===== src/sv/u8sc_pkg.sv =====
// shared types, constants and byte classification for the utf-8 sanitizing copy core
package u8sc_pkg;

    // byte classes decided at the input side
    typedef enum logic [2:0] {
        CL_ASCII,
        CL_CONT,
        CL_LEAD2,
        CL_LEAD3,
        CL_LEAD4,
        CL_BAD
    } t_class;

    // one lookahead entry: raw byte plus its class
    typedef struct packed {
        logic [7:0] data;
        t_class     cls;
    } t_lbyte;

    // one queued input word
    typedef struct packed {
        t_lbyte lb;
        logic   eot;
        logic   is_zero;
    } t_qword;

    // configuration registers
    typedef struct packed {
        logic [15:0] source_limit;
        logic [15:0] dest_limit;
    } t_cfg;

    // back end sequencer states
    typedef enum logic [1:0] {
        ST_IDLE,
        ST_DECIDE,
        ST_EMIT,
        ST_FINAL
    } t_state;

    // register indexes
    localparam logic [1:0] CFG_SOURCE_LIMIT = 2'd0;
    localparam logic [1:0] CFG_DEST_LIMIT   = 2'd1;

    localparam logic [15:0] SOURCE_LIMIT_RST = 16'd256;
    localparam logic [15:0] DEST_LIMIT_RST   = 16'd256;

    // byte constants
    localparam logic [7:0] CONT_MASK   = 8'hc0;
    localparam logic [7:0] CONT_TAG    = 8'h80;
    localparam logic [7:0] LEAD2_LO    = 8'hc2;
    localparam logic [7:0] LEAD2_HI    = 8'hdf;
    localparam logic [7:0] LEAD3_LO    = 8'he0;
    localparam logic [7:0] LEAD3_HI    = 8'hef;
    localparam logic [7:0] LEAD4_LO    = 8'hf0;
    localparam logic [7:0] LEAD4_HI    = 8'hf4;
    localparam logic [7:0] SURR_LEAD   = 8'hed;
    localparam logic [7:0] SEC3_BOUND  = 8'ha0;
    localparam logic [7:0] SEC4_BOUND  = 8'h90;
    localparam logic [7:0] REPL_BYTE0  = 8'hef;
    localparam logic [7:0] REPL_BYTE1  = 8'hbf;
    localparam logic [7:0] REPL_BYTE2  = 8'hbd;

    // classify one source byte
    function automatic t_class f_classify(input logic [7:0] b);
        t_class c;
        priority if (b < CONT_TAG) begin
            c = CL_ASCII;
        end else if ((b & CONT_MASK) == CONT_TAG) begin
            c = CL_CONT;
        end else if (b >= LEAD2_LO && b <= LEAD2_HI) begin
            c = CL_LEAD2;
        end else if (b >= LEAD3_LO && b <= LEAD3_HI) begin
            c = CL_LEAD3;
        end else if (b >= LEAD4_LO && b <= LEAD4_HI) begin
            c = CL_LEAD4;
        end else begin
            c = CL_BAD;
        end
        return c;
    endfunction

    // sequence length started by a byte of this class
    function automatic logic [2:0] f_seq_len(input t_class c);
        logic [2:0] n;
        unique case (c)
            CL_LEAD2: n = 3'd2;
            CL_LEAD3: n = 3'd3;
            CL_LEAD4: n = 3'd4;
            default:  n = 3'd1;
        endcase
        return n;
    endfunction

endpackage


===== src/sv/u8sc_front.sv =====
// input side: accepts source words and classifies each byte for the queue
module u8sc_front (
    input  logic            i_in_valid,
    input  logic [7:0]      i_data_byte,
    input  logic            i_end_of_text,
    input  logic            i_q_full,
    output logic            o_in_stall,
    output logic            o_push,
    output u8sc_pkg::t_qword o_word
);
    import u8sc_pkg::*;

    // hold the source off while the queue has no room
    assign o_in_stall = i_q_full;
    assign o_push     = i_in_valid && !i_q_full;

    // classify the byte on its way in
    always_comb begin
        o_word.lb.data = i_data_byte;
        o_word.lb.cls  = f_classify(i_data_byte);
        o_word.eot     = i_end_of_text;
        o_word.is_zero = (i_data_byte == 8'd0);
    end

endmodule


===== src/sv/u8sc_queue.sv =====
// two-entry word queue between the input side and the sequencer
module u8sc_queue (
    input  logic             i_clk,
    input  logic             i_rst_n,
    input  logic             i_push,
    input  u8sc_pkg::t_qword i_word,
    input  logic             i_pop,
    output logic             o_full,
    output logic             o_empty,
    output u8sc_pkg::t_qword o_word
);
    import u8sc_pkg::*;

    t_qword     r_mem [2];
    logic       r_wr_ptr, n_wr_ptr;
    logic       r_rd_ptr, n_rd_ptr;
    logic [1:0] r_count, n_count;

    assign o_full  = (r_count == 2'd2);
    assign o_empty = (r_count == 2'd0);
    assign o_word  = r_mem[r_rd_ptr];

    // pointer and count update
    always_comb begin
        n_wr_ptr = r_wr_ptr;
        n_rd_ptr = r_rd_ptr;
        n_count  = r_count;
        if (i_push) begin
            n_wr_ptr = ~r_wr_ptr;
        end
        if (i_pop) begin
            n_rd_ptr = ~r_rd_ptr;
        end
        unique case ({i_push, i_pop})
            2'b10:   n_count = r_count + 2'd1;
            2'b01:   n_count = r_count - 2'd1;
            default: n_count = r_count;
        endcase
    end

    always_ff @(posedge i_clk) begin
        if (!i_rst_n) begin
            r_wr_ptr <= 1'b0;
            r_rd_ptr <= 1'b0;
            r_count  <= 2'd0;
        end else begin
            r_wr_ptr <= n_wr_ptr;
            r_rd_ptr <= n_rd_ptr;
            r_count  <= n_count;
        end
    end

    // word storage
    always_ff @(posedge i_clk) begin
        if (i_push) begin
            r_mem[r_wr_ptr] <= i_word;
        end
    end

endmodule


===== src/sv/u8sc_back.sv =====
// sequencer: lookahead buffer, sequence decision, copy or replacement, final count
module u8sc_back #(
    parameter int COUNT_BITS = 16
) (
    input  logic             i_clk,
    input  logic             i_rst_n,
    input  u8sc_pkg::t_cfg   i_cfg,
    input  logic             i_q_empty,
    input  u8sc_pkg::t_qword i_q_word,
    output logic             o_q_pop,
    output logic             o_out_valid,
    input  logic             i_out_stall,
    output logic [7:0]       o_out_byte,
    output logic             o_done_res,
    output logic [15:0]      o_written_total
);
    import u8sc_pkg::*;

    localparam int CAP_W = (COUNT_BITS > 16) ? COUNT_BITS : 16;
    localparam logic [CAP_W:0] COUNT_MAX = (CAP_W + 1)'((64'd1 << COUNT_BITS) - 64'd1);
    localparam logic [COUNT_BITS-1:0] SEEN_MAX = '1;

    t_state                r_state, n_state;
    t_lbyte                r_buf [4];
    t_lbyte                n_buf [4];
    logic [2:0]            r_fill, n_fill;
    logic [COUNT_BITS-1:0] r_seen, n_seen;
    logic [COUNT_BITS-1:0] r_written, n_written;
    logic                  r_stopped, n_stopped;
    logic                  r_ended, n_ended;
    logic                  r_eot_pend, n_eot_pend;
    logic [1:0]            r_k, n_k;
    logic [2:0]            r_len, n_len;
    logic                  r_copy, n_copy;
    logic [2:0]            r_drop, n_drop;
    logic                  r_out_valid, n_out_valid;
    logic [7:0]            r_out_byte, n_out_byte;
    logic                  r_out_done, n_out_done;
    logic [15:0]           r_out_total, n_out_total;

    assign o_out_valid     = r_out_valid;
    assign o_out_byte      = r_out_byte;
    assign o_done_res      = r_out_done;
    assign o_written_total = r_out_total;

    // output register can take a word this cycle
    logic can_load;
    assign can_load = !r_out_valid || !i_out_stall;

    // sequence decision at the head of the buffer
    t_class     head_cls;
    logic [7:0] first_b, second_b;
    logic [2:0] cnt, emit_len;
    logic       multi, short_seq, cont_ok, range_ok, seq_valid, drain_done, over;
    logic [CAP_W:0] dest_ext, cap, need;

    assign head_cls  = r_buf[0].cls;
    assign first_b   = r_buf[0].data;
    assign second_b  = r_buf[1].data;
    assign cnt       = f_seq_len(head_cls);
    assign multi     = (cnt != 3'd1);
    assign short_seq = multi && (r_fill < cnt);
    assign cont_ok   = (r_buf[1].cls == CL_CONT)
                    && ((cnt < 3'd3) || (r_buf[2].cls == CL_CONT))
                    && ((cnt < 3'd4) || (r_buf[3].cls == CL_CONT));
    // overlong, surrogate and above-range forms
    assign range_ok  = !(((first_b == LEAD3_LO)  && (second_b <  SEC3_BOUND))
                      || ((first_b == SURR_LEAD) && (second_b >= SEC3_BOUND))
                      || ((first_b == LEAD4_LO)  && (second_b <  SEC4_BOUND))
                      || ((first_b == LEAD4_HI)  && (second_b >= SEC4_BOUND)));
    assign seq_valid  = (head_cls == CL_ASCII) || (multi && !short_seq && cont_ok && range_ok);
    assign drain_done = (r_fill == 3'd0) || r_stopped || (short_seq && !r_ended);
    assign emit_len   = seq_valid ? cnt : 3'd3;

    // capacity check against the destination limit
    assign dest_ext = (CAP_W + 1)'(i_cfg.dest_limit);
    assign cap      = (dest_ext < COUNT_MAX) ? dest_ext : COUNT_MAX;
    assign need     = (CAP_W + 1)'(r_written) + (CAP_W + 1)'(emit_len);
    assign over     = need > cap;

    // source limit checks
    logic [COUNT_BITS-1:0] seen_inc;
    logic                  seen_ge, inc_ge;
    assign seen_inc = (r_seen == SEEN_MAX) ? r_seen : r_seen + 1'b1;
    assign seen_ge  = CAP_W'(r_seen)   >= CAP_W'(i_cfg.source_limit);
    assign inc_ge   = CAP_W'(seen_inc) >= CAP_W'(i_cfg.source_limit);

    logic last_k;
    assign last_k = ({1'b0, r_k} == (r_len - 3'd1));

    // replacement character bytes
    logic [7:0] repl_b;
    always_comb begin
        unique case (r_k)
            2'd0:    repl_b = REPL_BYTE0;
            2'd1:    repl_b = REPL_BYTE1;
            default: repl_b = REPL_BYTE2;
        endcase
    end

    // next state
    always_comb begin
        n_state = r_state;
        unique case (r_state)
            ST_IDLE: begin
                if (!i_q_empty && (i_q_word.eot || !r_ended)) begin
                    n_state = ST_DECIDE;
                end
            end
            ST_DECIDE: begin
                if (drain_done || over) begin
                    n_state = r_eot_pend ? ST_FINAL : ST_IDLE;
                end else begin
                    n_state = ST_EMIT;
                end
            end
            ST_EMIT: begin
                if (can_load && last_k) begin
                    n_state = ST_DECIDE;
                end
            end
            ST_FINAL: begin
                if ((i_cfg.dest_limit == 16'd0) || can_load) begin
                    n_state = ST_IDLE;
                end
            end
        endcase
    end

    // datapath and outputs
    always_comb begin
        int j;
        n_buf       = r_buf;
        n_fill      = r_fill;
        n_seen      = r_seen;
        n_written   = r_written;
        n_stopped   = r_stopped;
        n_ended     = r_ended;
        n_eot_pend  = r_eot_pend;
        n_k         = r_k;
        n_len       = r_len;
        n_copy      = r_copy;
        n_drop      = r_drop;
        n_out_valid = r_out_valid;
        n_out_byte  = r_out_byte;
        n_out_done  = r_out_done;
        n_out_total = r_out_total;
        o_q_pop     = 1'b0;

        // word taken downstream
        if (r_out_valid && !i_out_stall) begin
            n_out_valid = 1'b0;
        end

        unique case (r_state)
            ST_IDLE: begin
                if (!i_q_empty) begin
                    o_q_pop = 1'b1;
                    if (i_q_word.eot) begin
                        n_ended    = 1'b1;
                        n_eot_pend = 1'b1;
                    end else if (!r_ended) begin
                        if (i_q_word.is_zero || seen_ge) begin
                            n_ended = 1'b1;
                        end else begin
                            if (r_fill < 3'd4) begin
                                n_buf[r_fill[1:0]] = i_q_word.lb;
                                n_fill = r_fill + 3'd1;
                            end
                            n_seen = seen_inc;
                            if (inc_ge) begin
                                n_ended = 1'b1;
                            end
                        end
                    end
                end
            end
            ST_DECIDE: begin
                if (drain_done) begin
                    if (r_stopped) begin
                        n_fill = 3'd0;
                    end
                end else if (over) begin
                    n_stopped = 1'b1;
                    n_fill    = 3'd0;
                end else begin
                    n_k    = 2'd0;
                    n_len  = emit_len;
                    n_copy = seq_valid;
                    n_drop = seq_valid ? cnt : 3'd1;
                end
            end
            ST_EMIT: begin
                if (can_load) begin
                    n_written   = r_written + 1'b1;
                    n_out_valid = 1'b1;
                    n_out_byte  = r_copy ? r_buf[r_k].data : repl_b;
                    n_out_done  = 1'b0;
                    n_out_total = 16'(n_written);
                    if (last_k) begin
                        // drop the consumed bytes from the front
                        for (j = 0; j < 4; j++) begin
                            if (j + int'(r_drop) < 4) begin
                                n_buf[j] = r_buf[2'(j + int'(r_drop))];
                            end
                        end
                        n_fill = (r_fill > r_drop) ? r_fill - r_drop : 3'd0;
                    end else begin
                        n_k = r_k + 2'd1;
                    end
                end
            end
            ST_FINAL: begin
                if ((i_cfg.dest_limit == 16'd0) || can_load) begin
                    if (i_cfg.dest_limit != 16'd0) begin
                        n_out_valid = 1'b1;
                        n_out_byte  = 8'd0;
                        n_out_done  = 1'b1;
                        n_out_total = 16'(r_written);
                    end
                    // start a new text
                    n_fill     = 3'd0;
                    n_seen     = '0;
                    n_written  = '0;
                    n_stopped  = 1'b0;
                    n_ended    = 1'b0;
                    n_eot_pend = 1'b0;
                end
            end
        endcase
    end

    // control registers
    always_ff @(posedge i_clk) begin
        if (!i_rst_n) begin
            r_state     <= ST_IDLE;
            r_fill      <= 3'd0;
            r_seen      <= '0;
            r_written   <= '0;
            r_stopped   <= 1'b0;
            r_ended     <= 1'b0;
            r_eot_pend  <= 1'b0;
            r_out_valid <= 1'b0;
        end else begin
            r_state     <= n_state;
            r_fill      <= n_fill;
            r_seen      <= n_seen;
            r_written   <= n_written;
            r_stopped   <= n_stopped;
            r_ended     <= n_ended;
            r_eot_pend  <= n_eot_pend;
            r_out_valid <= n_out_valid;
        end
    end

    // payload registers
    always_ff @(posedge i_clk) begin
        r_buf       <= n_buf;
        r_k         <= n_k;
        r_len       <= n_len;
        r_copy      <= n_copy;
        r_drop      <= n_drop;
        r_out_byte  <= n_out_byte;
        r_out_done  <= n_out_done;
        r_out_total <= n_out_total;
    end

`ifndef SYNTHESIS
    // emit index stays inside the current sequence
    a_emit_index: assert property (@(posedge i_clk) disable iff (!i_rst_n)
        (r_state == ST_EMIT) |-> ({1'b0, r_k} < r_len))
        else $error("emit index past sequence length");

    // waiting for more bytes leaves room for the next one
    a_idle_fill: assert property (@(posedge i_clk) disable iff (!i_rst_n)
        (r_state == ST_IDLE) |-> (r_fill <= 3'd3))
        else $error("buffer full while idle");

    // an ended text is fully drained before the next word
    a_ended_drained: assert property (@(posedge i_clk) disable iff (!i_rst_n)
        (r_state == ST_IDLE && r_ended) |-> (r_fill == 3'd0))
        else $error("ended text left bytes in buffer");

    // stopped output discards the buffer
    a_stopped_empty: assert property (@(posedge i_clk) disable iff (!i_rst_n)
        (r_state == ST_IDLE && r_stopped) |-> (r_fill == 3'd0))
        else $error("stopped output kept buffered bytes");

    // a final word is followed by a cleared text
    a_final_clears: assert property (@(posedge i_clk) disable iff (!i_rst_n)
        (r_state == ST_FINAL && n_state == ST_IDLE) |=> (r_written == '0 && !r_ended))
        else $error("text state not cleared after final word");
`endif

endmodule


===== src/sv/utf8_sanitize_copy_core.sv =====
// utf-8 sanitizing copy core: config registers, input side, queue and sequencer
//
//  channel | direction | handshake                      | payload
//  --------+-----------+--------------------------------+-----------------------------------
//  in      | sink      | i_in_valid / o_in_stall        | i_data_byte, i_end_of_text
//  out     | source    | o_out_valid / i_out_stall      | o_out_byte, o_done_res,
//          |           |                                | o_written_total
//  cfg     | sink      | i_cfg_valid / o_cfg_ready      | i_cfg_index, i_cfg_data
//
//  a source byte is loaded into the buffer, then decided at the head, then emitted word by word;
//  a replaced byte is emitted as the three replacement bytes, and every further sequence drained
//  from the buffer adds a decision plus its output words
//  an end of text with an empty buffer goes through load, decision and final word (no final word at dest limit 0)
//  the output register holds one word, so a stalled output holds the sequencer in its emit state
//  a two-word queue lets the input side keep accepting while the output is stalled, until the queue is full
//  reset is synchronous, active low; no clearing pass, the buffer is tracked by its fill count
//  config writes are always taken (o_cfg_ready is high)
module utf8_sanitize_copy_core #(
    parameter int COUNT_BITS = 16
) (
    input  logic        i_clk,
    input  logic        i_rst_n,
    input  logic        i_in_valid,
    output logic        o_in_stall,
    input  logic [7:0]  i_data_byte,
    input  logic        i_end_of_text,
    output logic        o_out_valid,
    input  logic        i_out_stall,
    output logic [7:0]  o_out_byte,
    output logic        o_done_res,
    output logic [15:0] o_written_total,
    input  logic        i_cfg_valid,
    output logic        o_cfg_ready,
    input  logic [1:0]  i_cfg_index,
    input  logic [15:0] i_cfg_data
);
    import u8sc_pkg::*;

    t_cfg   r_cfg, n_cfg;
    t_qword push_word, head_word;
    logic   push, pop, q_full, q_empty;

    assign o_cfg_ready = 1'b1;

    // register write decode
    always_comb begin
        n_cfg = r_cfg;
        if (i_cfg_valid) begin
            unique case (i_cfg_index)
                CFG_SOURCE_LIMIT: n_cfg.source_limit = i_cfg_data;
                CFG_DEST_LIMIT:   n_cfg.dest_limit   = i_cfg_data;
                default:          n_cfg = r_cfg;
            endcase
        end
    end

    always_ff @(posedge i_clk) begin
        if (!i_rst_n) begin
            r_cfg.source_limit <= SOURCE_LIMIT_RST;
            r_cfg.dest_limit   <= DEST_LIMIT_RST;
        end else begin
            r_cfg <= n_cfg;
        end
    end

    u8sc_front u_front (
        .i_in_valid    (i_in_valid),
        .i_data_byte   (i_data_byte),
        .i_end_of_text (i_end_of_text),
        .i_q_full      (q_full),
        .o_in_stall    (o_in_stall),
        .o_push        (push),
        .o_word        (push_word)
    );

    u8sc_queue u_queue (
        .i_clk   (i_clk),
        .i_rst_n (i_rst_n),
        .i_push  (push),
        .i_word  (push_word),
        .i_pop   (pop),
        .o_full  (q_full),
        .o_empty (q_empty),
        .o_word  (head_word)
    );

    u8sc_back #(
        .COUNT_BITS (COUNT_BITS)
    ) u_back (
        .i_clk           (i_clk),
        .i_rst_n         (i_rst_n),
        .i_cfg           (r_cfg),
        .i_q_empty       (q_empty),
        .i_q_word        (head_word),
        .o_q_pop         (pop),
        .o_out_valid     (o_out_valid),
        .i_out_stall     (i_out_stall),
        .o_out_byte      (o_out_byte),
        .o_done_res      (o_done_res),
        .o_written_total (o_written_total)
    );

endmodule

===== config.mk =====
export PLATFORM = sky130hd
export DESIGN_NAME = utf8_sanitize_copy_core
export DESIGN_NICKNAME = d
export VERILOG_FILES = /design/src/sv/u8sc_pkg.sv /design/src/sv/u8sc_front.sv /design/src/sv/u8sc_queue.sv /design/src/sv/u8sc_back.sv /design/src/sv/utf8_sanitize_copy_core.sv
export SDC_FILE = /design/constraint.sdc
export NUM_CORES = 1
export LEC_CHECK = 0
export ABC_AREA = 1
export BUFFER_PORTS_ARGS = -buffer_cell sky130_fd_sc_hd__clkbuf_2
export CORE_AREA = 2 2 183 185
export CTS_CLUSTER_DIAMETER = 200
export DETAILED_ROUTE_END_ITERATION = 8
export DIE_AREA = 0 0 185 187
export GPL_TIMING_DRIVEN = 0
export PLACE_DENSITY = 0.48
export SLEW_MARGIN = 20
export SYNTH_ARGS = -nofsm -noshare
export SYNTH_HDL_FRONTEND = slang
export SYNTH_SLANG_ARGS = --single-unit

===== constraint.sdc =====
create_clock -name i_clk -period 5.1 [get_ports i_clk]
set_input_delay 0.255 -clock i_clk [delete_from_list [all_inputs] [get_ports i_clk]]
set_output_delay 0.255 -clock i_clk [all_outputs]
set_load 0.01 [all_outputs]

* Yosys cells after proc, flatten, opt, wreduce, memory -nomap -nowiden
Memory sizes are Yosys's and may differ from the RTL's. A register that Yosys moved wholly into a read port is not among the register bits.
Index checks and enable logic that the tools add are counted.
** Storage, ports and cells
- Flip-flop bits (word level) :: 155
- Bits in writable memories :: 26
- Input port bits :: 32
- Output and inout bits :: 28
- Memories :: 1
** Cells by class
- $add $sub $neg :: 12
- $lt $le $gt $ge :: 31
- Eq/ne operators :: 44
- Multiplexer cells :: 109
- Bitwise operators :: 10
- Reduce and logical (&&, ||, !) cells :: 70
** Memories
- u_queue.r_mem :: words 2, width 13, rd ports 1, clocked after Yosys merged registers in 1, wr ports 1, RTL line u8sc_queue.sv:14 : t_qword r_mem [2];
** Operators by type and width (count)
- $mux W44 :: 7
- $mux W11 :: 15
- $mux W16 :: 10
- $bmux W11 S2 :: 5
- $lt A32 B4 Y1 const B :: 3
- $pmux W16 S2 :: 3
- $pmux W44 S2 :: 1
- $mux W3 :: 17
- $bwmux W44 :: 1
- $ge A8 B8 Y1 const B :: 5
- $reduce_and A9 Y1 :: 4
- $add A16 B1 Y16 const B :: 2
- $eq A8 B8 Y1 const B :: 4
- $ge A16 B16 Y1 :: 2
- $mux W8 :: 4
- $ne A2 B1 Y1 const B :: 13
- $le A8 B8 Y1 const B :: 3
- $lt A8 B8 Y1 const B :: 3
- $mux W1 :: 24
- $demux W11 S2 :: 1
- $logic_and A1 B1 Y1 :: 19
- $mux W2 :: 9
- $add A16 B3 Y17 :: 1
- $gt A17 B17 Y1 :: 1
- 49 further kinds :: 119

* Logic depth before layout (Yosys ltp)
Gate-level depths: netlist of the first run.
- Depth after elaboration :: 15
- Mapped depth :: 35

* Modules after synthesis
Synthesis of the first run repeated with hierarchy kept, for this count alone.
** Second synthesis, totals
- Cell total of the unflattened synthesis :: 1521
- Area, all modules :: 11741.3 sq um
** By module, submodules not included
- u8sc_back :: times used 1, cells an instance 1203, area each 8946.1 sq um
- utf8_sanitize_copy_core :: times used 1, cells an instance 207, area each 1401.3 sq um
- u8sc_queue :: times used 1, cells an instance 75, area each 1202.4 sq um
- u8sc_front :: times used 1, cells an instance 36, area each 191.4 sq um

* Worst setup path after synthesis of the first run
Ideal clock, no wire load.
- Path kind :: register -> register
- From :: register u_back.r_buf, in the netlist u_back.head_cls[1]
- To :: register u_back.r_k[0], enable pin
- Setup time :: 0.309 ns
- Arrival time :: 4.002 ns
- Path slack :: 0.790 ns
- Cell stages (with the launch flop) :: 31
- Buffers on the path :: 0
- Clock period less this slack :: 4.310 ns
- Path through :: edfxtp_1 nor2_2 nand2_2 ha_1 a21oi_1 nand2_1 nand2_1 nand2_1 nand3_1 ha_1 inv_1 fa_1 nor2_1 o21ai_1 nor2_1 inv_2 nor2_1 nand2_1 xor2_1 ha_1 nand2_1 inv_1 o21ai_0 nand2_1 a21oi_1 nand2_1 nand2_1 nand2_1 nand2_1 o2111ai_1 nor2_1
** Between the ends
- Cells in the longest elaborated chain, start to end :: 14
** RTL lines
- start: declaration :: RTL line u8sc_back.sv:24 : t_lbyte r_buf [4];
- start signal: assignment :: RTL line u8sc_back.sv:258 : r_buf <= n_buf;
- $eq A3 B3 Y1 or $eq A3 B2 Y1 (tied branches) :: RTL line u8sc_pkg.sv:86 : unique case (c)
- $pmux W3 S3 :: RTL line u8sc_pkg.sv:86
- $lt A3 B3 Y1, or another cell as far along :: RTL line u8sc_back.sv:62 : assign short_seq = multi && (r_fill < cnt);
- $logic_and A1 B1 Y1 or $logic_or A1 B1 Y1 (tied branches) :: RTL line u8sc_back.sv:62, u8sc_back.sv:64
- $logic_not A1 Y1 or $logic_and A1 B1 Y1 (tied branches) :: RTL line u8sc_back.sv:71, u8sc_back.sv:64
- $logic_and A1 B1 Y1, on equally long branches :: RTL line u8sc_back.sv:71, u8sc_back.sv:65
- $logic_and A1 B1 Y1 (2 in a row) :: RTL line u8sc_back.sv:71 : assign seq_valid = (head_cls == CL_ASCII) || (multi && !short_seq && cont_ok && range_ok);
- $logic_or A1 B1 Y1 (*) :: RTL line u8sc_back.sv:71
- named net u_back.seq_valid :: RTL line u8sc_back.sv:54 : logic multi, short_seq, cont_ok, range_ok, seq_valid, drain_done, over;
- $mux W3 (*) :: RTL line u8sc_back.sv:73 : assign emit_len = seq_valid ? cnt : 3'd3;
- named net u_back.emit_len[0] :: RTL line u8sc_back.sv:53 : logic [2:0] cnt, emit_len;
- $add A16 B3 Y17 (*) :: RTL line u8sc_back.sv:78 : assign need = (CAP_W + 1)'(r_written) + (CAP_W + 1)'(emit_len);
- $gt A17 B17 Y1 (*) :: RTL line u8sc_back.sv:79 : assign over = need > cap;
- $ne A2 B2 Y1 (no source line) (*)
- $reduce_and A5 Y1 (no source line) (*)
- end signal: assignment :: RTL line u8sc_back.sv:259 : r_k <= n_k;
- end: declaration :: RTL line u8sc_back.sv:32 : logic [1:0] r_k, n_k;
Mark *: on every way through the listed nets, which the timed path passes. The rest lies on a longest branch.
A chain may end at the register's enable or synchronous reset.

* Worst setup path after layout of the first run
- From :: register u_back.r_buf, in the netlist u_back.first_b[1]
- To :: register u_back.r_k[1], enable pin
** Between the ends
- Cells in the longest elaborated chain, start to end :: 13
** RTL lines
- $eq A8 B8 Y1, on equally long branches :: RTL line u8sc_back.sv:67, u8sc_back.sv:68
- $logic_and A1 B1 Y1, on equally long branches :: RTL line u8sc_back.sv:67, u8sc_back.sv:68
- $logic_or A1 B1 Y1 :: RTL line u8sc_back.sv:68 : || ((first_b == SURR_LEAD) && (second_b >= SEC3_BOUND))
- $logic_or A1 B1 Y1 :: RTL line u8sc_back.sv:69 : || ((first_b == LEAD4_LO) && (second_b < SEC4_BOUND))
- $logic_or A1 B1 Y1 (*) :: RTL line u8sc_back.sv:70 : || ((first_b == LEAD4_HI) && (second_b >= SEC4_BOUND)));
- $logic_not A1 Y1 (*) :: RTL line u8sc_back.sv:67 : assign range_ok = !(((first_b == LEAD3_LO) && (second_b < SEC3_BOUND))
- $logic_and A1 B1 Y1 (*) :: RTL line u8sc_back.sv:71
- $logic_or A1 B1 Y1 (*) :: RTL line u8sc_back.sv:71
- named net u_back.seq_valid :: RTL line u8sc_back.sv:54
- $mux W3 (*) :: RTL line u8sc_back.sv:73
- named net u_back.emit_len[0] :: RTL line u8sc_back.sv:53
- $add A16 B3 Y17 (*) :: RTL line u8sc_back.sv:78
- $gt A17 B17 Y1 (*) :: RTL line u8sc_back.sv:79
- $ne A2 B2 Y1 (no source line) (*)
- $reduce_and A5 Y1 (no source line) (*)
Marked as above.

==> results of run 1 <==
-- cells in the mapped netlist, types with 3 or more instances --
cell / number
a211oi_1: 3
ha_1: 74
buf_4: 4
xnor2_1: 5
a21oi_1: 113
nand2_1: 329
o211ai_1: 9
nand3b_1: 3
dfxtp_1: 78
o21bai_1: 5
nand4_2: 3
edfxtp_1: 104
mux2i_1: 5
nor3_1: 13
o21ai_0: 145
clkbuf_1: 47
nand3_2: 5
nand2_2: 6
o21ai_1: 9
nand3_1: 40
inv_2: 23
nor2_1: 106
inv_1: 144
buf_2: 6
buf_1: 4
nand4_1: 13
nor2_2: 10
xor2_1: 21
a32o_1: 44
-- routing by layer --
layer	routed length (µm)	global-route usage, %	vias to the layer above	part of all wire, %
met3	2090	4.17	43	6.1
met4	748	6.68	0	2.2
met1	16700	28.9	4629	49
li1	-	-	4981	-
met2	14700	29.9	288	43
met5	0	0	-	0
-- kinds of logic after synthesis --
logic type                 count (synthesis)  synth area share [%]
buffers and inverters                    231                  8.01
and+or+nand+nor                          543                  20.7
other                                      1                0.0333
AOI/OAI and AO/OA                        348                  18.3
xor gates and xnor gates                  28                  2.31
DFF                                      182                  41.6
adders and majority gates                 76                  8.57
muxes                                      5                 0.444
-- registers in the layout, indices dropped and copies added, names as in the netlist, 2 cells and up, named ones only --
register                cells
u_back.r_seen              16
u_back.r_drop               3
r_cfg                      32
u_back.o_out_byte           8
u_back.r_fill               3
u_back.r_k                  2
u_back.first_b              8
u_back.head_cls             3
u_queue.r_mem              26
u_back.o_written_total     16
u_back.r_buf               25
u_back.r_written           16
u_back.second_b             8
u_queue.r_count             2
u_back.r_len                3
u_back.r_state              2
-- final timing paths --
check                    startpoint                  end  slack (ps)  cells after the start
hold / removal       i_data_byte[2]  u_queue.r_mem[1][7]          40                      1
hold reg to reg    u_queue.r_rd_ptr     u_queue.r_rd_ptr         460                      1
setup / recovery  u_back.first_b[1]        u_back.r_k[1]         340                     29
setup reg to reg  u_back.first_b[1]        u_back.r_k[1]         340                     29
-- placed cells by master, fill, tap and decap left out, types with 16 or more instances in the layout --
cell type and n:
a21oi_1 111, a32o_1 44, clkbuf_1 47, clkbuf_16 19
clkbuf_2 57, dfxtp_1 78, edfxtp_1 104, ha_1 73
inv_1 143, inv_2 23, nand2_1 327, nand3_1 39
nor2_1 100, nor2_2 16, o21ai_0 145, xor2_1 20
-- area by class of cell --
type                       instances  area (µm²)
fill                            3441       20000
multi-input combinational       1001        5770
sequential                       182        4680
inverter                         169         643
tap                              448         561
clock buffer                      21         503
timing repair buffer              64         344
buffer                            62         263
clock inverter                    11         134
-- per-stage QoR --
step                      area, µm²  total power (W)  util, %  setup TNS (ps)  hold slack (ps)
after CTS                     12800          0.00649     39.0               0             24.5
after detailed placement      12200          0.00502     37.0            -352              449
after floorplan               11300          0.00413        -               0              354
after global routing          12900          0.00701     39.3               0             31.6
after global placement        12100          0.00497     36.9            -163              439
final                         12900          0.00651     39.3               0             43.2
-- power breakdown --
part / total [W] / internal (W) / switching (W)
Combinational: 0.00287 / 0.000950 / 0.00192
Clock: 0.00144 / 0.000816 / 0.000627
Sequential: 0.00220 / 0.00196 / 0.000244
-- timing repair --
action | in CTS | in global routing
hold buffers | 1 | 0
resized for setup | 3 | 12
pin swaps | 0 | 3
setup buffers | 0 | 3
setup endpoints to repair | 9 | 14
endpoints found under the hold margin | 2 | 0
==> impl_metrics.tcl, run 1 <==
set metrics [dict create \
    outcome "complete, no violations" \
    start_util_pct 34.3 \
    ir_worst_vdd_uv 269 \
    worst_skew_pair.late_latency_ps 450 \
    ant_nets 0 \
    worst-path-buf-inv 3 \
    post_layout_nonfiller_instances 1958 \
    wirelength_um 34200 \
    htree_levels 4 \
    cp_common_cell "nand2_1" \
    max_freq_ghz 0.210 \
    ys_top_cells_by_area "edfxtp_1, dfxtp_1, nand2_1" \
    end_kind "flip-flop" \
    final_hold_viol_count 0 \
    yosysTopAreaCell "edfxtp_1" \
    synth-edff-count 104 \
    viasPerCell 5.08 \
    yosysUniqueCellTypes 61 \
    nets 1605 \
    grt_pass1_vias 9356 \
    cpPeakStageDelay_ps 450 \
    layout_setup_ws_ps 342 \
    grt_max_degree 26 \
    place_inst 1922 \
    overflow 0 \
    worstMarginPinSlew_ps 964 \
    synth_nets 1522 \
    hold_class "in2reg" \
    rows 67 \
    die-height_um 187 \
    antenna_found_initial 0 \
    required_ps 5260 \
    arrival_ps 4910 \
    drcViolationCount 0 \
    cts_max_path_buffers 2 \
    fin_crit_ps 4760 \
    die_x_um 185 \
    ys_seq_area_share_pct 41.6 \
    syn_avg_cell_area_um2 7.97 \
    core_area_um2 32900 \
    path_max_fanout 4 \
    skew_ps 12.6 \
    ys.warnings.count 0 \
    cts_buffers 17 \
    cts_tree "built" \
    diodes 0 \
    power.density_nw_per_um2 505 \
    clock-sinks 182 \
    maxSlewViolCount 0 \
    port_buffers 57 \
    synth_cells 1414 \
    root_buffer "clkbuf_16" \
    num_vias 9941 \
    finalSetupViolCount 0 \
    timing.final.crit_share_pct 93.3 \
    place_ws_ps -110 \
    rsz0062_at_grt "no" \
    place.detailed.hpwl_um 25400 \
    wl_per_cell_um 17.5 \
    startpoint_type "flip-flop" \
    drt_iter0_markers 907 \
    cap_violations 0 \
    leakagePower_nw 5.40 \
    synth-async-reset-ratio_pct 0 \
    track_usage_pct 20.1 \
    area_growth_pct 14.5 \
    die-area_um2 34600 \
    synth_area_um2 11300 \
    yosysTopAreaCellShare_pct 27.7 \
    max_slew_margin_pct 35.6 \
    path_delay_family "simple AND/OR/NAND/NOR gates" \
    synth-seq-cells 182 \
    synth_top_flop_cell "edfxtp_1" \
    clk_pin_slew_ps 70 \
    pin_count 60 \
    grt_pass1_wl_um 53000 \
    worstSetupPathType "reg2reg" \
    crit_slowest_cell "edfxtp_1" \
    firstDrtPassIters 6 \
    place.gp.congestion 0.865 \
    layout-drive-gt1-share_pct 12.5 \
]
Power figures use the tool's default switching activity.
==> run 2: changes to the inputs <==
CORE_AREA = 2 2 187 189   (was 2 2 183 185)
DIE_AREA = 0 0 189 191   (was 0 0 185 187)
SYNTH_HIERARCHICAL = 1   (was default)
==> run 2 against run 1 <==
Register-to-register slack improved by 80 ps; core utilization is 0.33 points lower; worst setup slack better by 84 ps; largest cell class unchanged.
==> impl_metrics.tcl, run 2 <==
set metrics [dict create \
    place.gp.congestion 0.865 \
    ys.warnings.count 6 \
    multiInputGateArea_um2 5910 \
    whs_path_depth 3 \
    wl_per_cell_um 17.3 \
    seqPwrFrac_pct 33.7 \
    clk_pin_slew_ps 70 \
    synth_cells 1521 \
    place_ws_ps 119 \
    r2r_slack_ps 430 \
    viasPerCell 5.04 \
    cap_violations 0 \
    area_growth_pct 13.1 \
    outcome "complete, no violations" \
    worstMarginPinSlew_ps 869 \
    rr_worst_depth 26 \
    yosysTopAreaCellShare_pct 26.6 \
    cts_max_path_buffers 2 \
    final_cell_mix "nand2_1, inv_1, nor2_1" \
    clock-sinks 182 \
    synth_nets 1625 \
    root_buffer "clkbuf_16" \
    min_to "r_cfg[15]" \
    core_area_um2 34100 \
    arrival_ps 4820 \
    top_register "r_cfg" \
    ys_top_cells_by_area "edfxtp_1, dfxtp_1, nand2_1" \
    diodes 0 \
    overflow 0 \
    yosysTopAreaCell "edfxtp_1" \
    synth_area_um2 11700 \
    drt_iter0_markers 858 \
    p_comb_share_pct 46.4 \
    yosysUniqueCellTypes 57 \
    worstSetupPathType "reg2reg" \
    p_sw_w 0.00296 \
    die-area_um2 36100 \
    synth_top_flop_cell "edfxtp_1" \
    fin_crit_ps 4670 \
    whs_ps 79.3 \
    synth-seq-cells 182 \
    swShare_pct 44.2 \
    worst_skew_pair.late_latency_ps 450 \
    min_from "i_cfg_data[15]" \
    timing.final.crit_share_pct 91.7 \
    fillCellCount 3586 \
    required_ps 5240 \
    drcViolationCount 0 \
    grt_pass1_wl_um 55600 \
    die_x_um 189 \
    nets 1706 \
    ys_top_cells_by_count "nand2_1, inv_1, nor2_1" \
    layout_setup_ws_ps 425 \
    maxSlewViolCount 0 \
    cts_buffers 17 \
    pwr-share-clk_pct 19.9 \
    place.detailed.hpwl_um 26200 \
    max_slew_margin_pct 42.0 \
    synth-edff-count 104 \
    die-height_um 191 \
    antenna_found_initial 0 \
    ir_worst_vdd_uv 308 \
    pin_count 60 \
    cpPeakStageDelay_ps 430 \
    end_kind "flip-flop" \
    max_freq_ghz 0.214 \
    leakagePower_nw 5.73 \
    regArea_um2 4680 \
    worst-path-buf-inv 4 \
    skew_ps 16.6 \
    p_int_w 0.00373 \
    largest_reg_flops 32 \
    timing.rr.start "u_back/head_cls[1]" \
    path_delay_family "simple AND/OR/NAND/NOR gates" \
    grt_pass1_vias 9917 \
    port_buffers 56 \
    start_util_pct 34.4 \
    final_common_cell "nand2_1" \
    final_hold_viol_count 0 \
    power.density_nw_per_um2 504 \
    layout-drive-gt1-share_pct 13.4 \
    syn_avg_cell_area_um2 7.72 \
    reg_top3 "r_cfg x32, u_queue/r_mem x26, u_back/r_buf x25" \
    ys_seq_area_share_pct 39.9 \
    rows 68 \
    startpoint_type "flip-flop" \
    synth-async-reset-ratio_pct 0 \
    timing.rr.end "u_back/r_len[1]" \
    synth_most_common_cell "nand2_1" \
    track_usage_pct 20.1 \
    cts_tree "built" \
    hold_class "in2reg" \
    ant_nets 0 \
    htree_levels 4 \
    crit_slowest_cell "edfxtp_1" \
    num_vias 10400 \
    grt_max_degree 26 \
    firstDrtPassIters 7 \
    wirelength_um 35900 \
    path_max_fanout 7 \
    finalSetupViolCount 0 \
]
-- run 2: metal layers --
metal  global-route usage (%)  up-vias  part of all wire, %
met5                        0        -                    0
li1                         -     5237                    -
met4                     5.95        0                  1.6
met3                     3.67       51                  6.8
met2                     31.7      360                   45
met1                     28.0     4793                   47
-- run 2: worst max-delay path by stage --
stage / startpoint / to / slack (ps) / cells past startpoint
floorplan: u_back/head_cls[1] / u_back/r_k[0] / 960 / 26
global placement: u_back/head_cls[1] / u_back/r_k[0] / 140 / 26
detailed placement: u_back/head_cls[1] / u_back/r_k[1] / 120 / 26
CTS: u_back/head_cls[1] / u_back/r_k[1] / 90 / 26
global route: u_back/head_cls[1] / u_back/r_len[1] / -10 / 26
finish: u_back/head_cls[1] / u_back/r_len[1] / 430 / 26
-- run 2: logic make-up (layout without fill, tap and decap cells) --
kind of cell / Yosys count / in the layout / synth area share, %
XOR/XNOR: 27 / 27 / 2.21
AO/OA/AOI/OAI: 354 / 354 / 16.5
buffers and inverters: 291 / 385 / 10.3
other: 1 / 1 / 0.0319
flip-flops: 182 / 182 / 39.9
adder cells (fa/ha/maj): 72 / 72 / 7.80
multiplexers: 13 / 13 / 1.57
AND/OR/NAND/NOR: 581 / 581 / 21.8
-- run 2: per-stage QoR --
step | power, W | setup TNS [ps] | util (%) | cell area, µm² | std cells
final | 0.00669 | 0 | 38.9 | 13300 | 2070
after global routing | 0.00721 | -47.5 | 38.9 | 13300 | 2070
after CTS | 0.00664 | 0 | 38.7 | 13200 | 2067
after detailed placement | 0.00528 | 0 | 37.0 | 12600 | 2034
after global placement | 0.00524 | 0 | 36.9 | 12600 | 2032
after floorplan | 0.00433 | 0 | - | 11700 | 1521
-- run 2: power groups by stage --
stage	combinational (W)	sequential (W)	clock (W)
final	0.00310	0.00225	0.00133
after global routing	0.00349	0.00230	0.00142
after global placement	0.00295	0.00229	0
after CTS	0.00301	0.00225	0.00137
after floorplan	0.00211	0.00222	0
after detailed placement	0.00300	0.00229	0
-- run 2: worst min-delay path, stage by stage --
cell and delay, ps:
clkbuf_2 100, nor2_1 40, nor2_1 80
-- run 2: final cells by class --
| class | instances | share of cell area [%] |
|---|---|---|
| tap | 455 | 4.29 |
| clock inverter | 12 | 0.867 |
| sequential | 182 | 35.3 |
| clock buffer | 20 | 3.45 |
| inverter | 215 | 6.11 |
| timing repair buffer | 62 | 2.55 |
| buffer | 76 | 2.98 |
| multi-input combinational | 1048 | 44.5 |
-- run 2: what timing repair did --
item                                    CTS  global route
endpoints found under the setup margin    0            12
resized for setup                         0             7
endpoints found under the hold margin     2             0
setup buffers                             0             3
hold buffers                              1             0
==> run 3: changes to the inputs <==
CORE_AREA = 2 2 263 135   (was 2 2 187 189)
DIE_AREA = 0 0 265 137   (was 0 0 189 191)
==> run 3 against run 2 <==
Combinational power grew 5%; die area grew 0.57%; register-to-register slack lost 190 ps; clock power is essentially flat; sequential power is essentially flat; cell count is essentially flat; non-clock buffer count grew 4; clock skew shrank 3.0 ps; flip-flop and latch count is the same.
==> impl_metrics.tcl, run 3 (synthesis gave the netlist of run 2 again) <==
set metrics [dict create \
    outcome "complete, no violations" \
    power_w 0.00688 \
    cts_buffers 17 \
    leakagePower_nw 5.78 \
    finalSetupViolCount 0 \
    grt_max_degree 26 \
    setup_tns_ps 0 \
    max_slew_margin_pct 38.4 \
    grt_pass1_vias 9645 \
    cp-startpoint "u_back/second_b[6]" \
    start_util_pct 34.5 \
    startpoint_type "flip-flop" \
    largest_reg_flops 32 \
    required_ps 5260 \
    grt_pass1_wl_um 59500 \
    power.density_nw_per_um2 516 \
    cts_tree "built" \
    wirelength_um 39900 \
    min_from "i_cfg_data[3]" \
    cpPeakStageDelay_ps 430 \
    die-area_um2 36300 \
    cts_max_path_buffers 2 \
    regArea_um2 4680 \
    worst_skew_pair.late_latency_ps 460 \
    path_max_fanout 4 \
    ir_worst_vdd_uv 225 \
    clk_pin_slew_ps 70 \
    max_freq_ghz 0.205 \
    fin_crit_ps 4870 \
    place.gp.congestion 0.945 \
    ant_nets 0 \
    multiInputGateArea_um2 5940 \
    worstMarginPinSlew_ps 923 \
    viasPerCell 5.26 \
    post_layout_nonfiller_instances 2069 \
    root_buffer "clkbuf_16" \
    end_kind "flip-flop" \
    top_register "r_cfg" \
    die_x_um 265 \
    path_delay_family "simple AND/OR/NAND/NOR gates" \
    drt_iter0_markers 1577 \
    port_buffers 56 \
    cp_common_cell "inv_1" \
    overflow 0 \
    crit_slowest_cell "edfxtp_1" \
    track_usage_pct 22.1 \
    num_vias 10900 \
    die-height_um 137 \
    timing.final.crit_share_pct 95.4 \
    rows 48 \
    fillCellCount 3536 \
    hold_class "in2reg" \
    layout-drive-gt1-share_pct 14.0 \
    area_growth_pct 13.6 \
    diodes 0 \
    reg_top3 "r_cfg x32, u_queue/r_mem x26, u_back/r_buf x25" \
    cap_violations 0 \
    pin_count 60 \
    firstDrtPassIters 8 \
    worstSetupPathType "reg2reg" \
    maxSlewViolCount 0 \
    wl_per_cell_um 19.3 \
    antenna_found_initial 1 \
    skew_ps 13.6 \
    htree_levels 4 \
    drcViolationCount 0 \
    place.detailed.hpwl_um 30700 \
    worst-path-buf-inv 4 \
    core_area_um2 34000 \
    nets 1710 \
    place_inst 2029 \
    final_common_cell "nand2_1" \
    final_cell_mix "nand2_1, inv_1, nor2_1" \
    final_hold_viol_count 0 \
    arrival_ps 5030 \
    clock-sinks 182 \
    timing.rr.start "u_back/second_b[6]" \
]
## run 3: changes by cell type in the layout (fill, tap and decap cells not counted), sizes merged
cell      previous run  this run
bufinv               1         0
clkbuf             116       113
inv                217       223
clkinvlp             4         2
buf                 41        45
## run 3: worst paths after layout
| kind | cells past startpoint | slack, ps | endpoint |
|---|---|---|---|
| worst min-delay path | 3 | 60 | r_cfg[3] |
| worst max register to register | 27 | 230 | u_back/r_k[0] |
| worst min register to register | 2 | 480 | r_cfg[24] |
| worst max-delay path | 27 | 230 | u_back/r_k[0] |
## run 3: what timing repair did
item                                    CTS  global route
endpoints found under the setup margin    9            13
hold endpoints to repair                  2             0
resized for setup                         2            11
hold buffers                              1             0
pin swaps                                 0             4
buffers inserted                          0             7
## run 3: worst reg2reg max path, stage by stage (launching register included)
cell,delay [ps]
edfxtp_1,430
inv_1,160
a21oi_1,160
a31oi_1,360
nand3b_1,150
nand2_1,80
nor2_1,50
nand4_2,120
nand2_2,100
inv_2,60
or2_1,180
ha_1,170
inv_1,60
fa_1,400
inv_1,70
nand3_1,100
nand2_2,160
nand3_2,130
nor2_2,110
xor2_1,170
ha_1,260
a21oi_1,180
nor2_1,60
nor3_1,170
nand2_1,120
o21ai_4,220
nand3_4,150
a21oi_4,210
## run 3: final cells by class
cell class	count	area share (%)
multi-input combinational	1048	44.5
sequential	182	35.1
inverter	215	6.09
tap	450	4.22
clock buffer	17	3.19
buffer	76	2.96
timing repair buffer	66	2.80
clock inverter	15	1.11
## run 3: layer usage
layer | GRT usage, % | vias to the layer above | share of wire [%]
li1 | - | 5263 | -
met1 | 36.9 | 5026 | 53
met2 | 24.8 | 571 | 33
met3 | 8.17 | 24 | 13
met4 | 4.39 | 0 | 0.71
met5 | 0 | - | 0
## run 3: where the power goes
part / leakage [nW] / switching, W / total (W) / internal (W)
Sequential: 1.60 / 0.000297 / 0.00227 / 0.00197
Clock: 0.282 / 0.000692 / 0.00135 / 0.000656
Combinational: 3.90 / 0.00218 / 0.00326 / 0.00108
Total: 5.78 / 0.00317 / 0.00688 / 0.00371
## run 3: through the flow
step / hold WS [ps] / worst slack [ps] / util [%] / area [µm²]
after floorplan: 376 / 962 / - / 11700
after global placement: 447 / -84.0 / 37.0 / 12600
after detailed placement: 448 / -76.8 / 37.2 / 12600
after CTS: 38.9 / 2.50 / 38.9 / 13200
after global routing: 75.8 / -58.7 / 39.2 / 13300
final: 60.2 / 234 / 39.2 / 13300
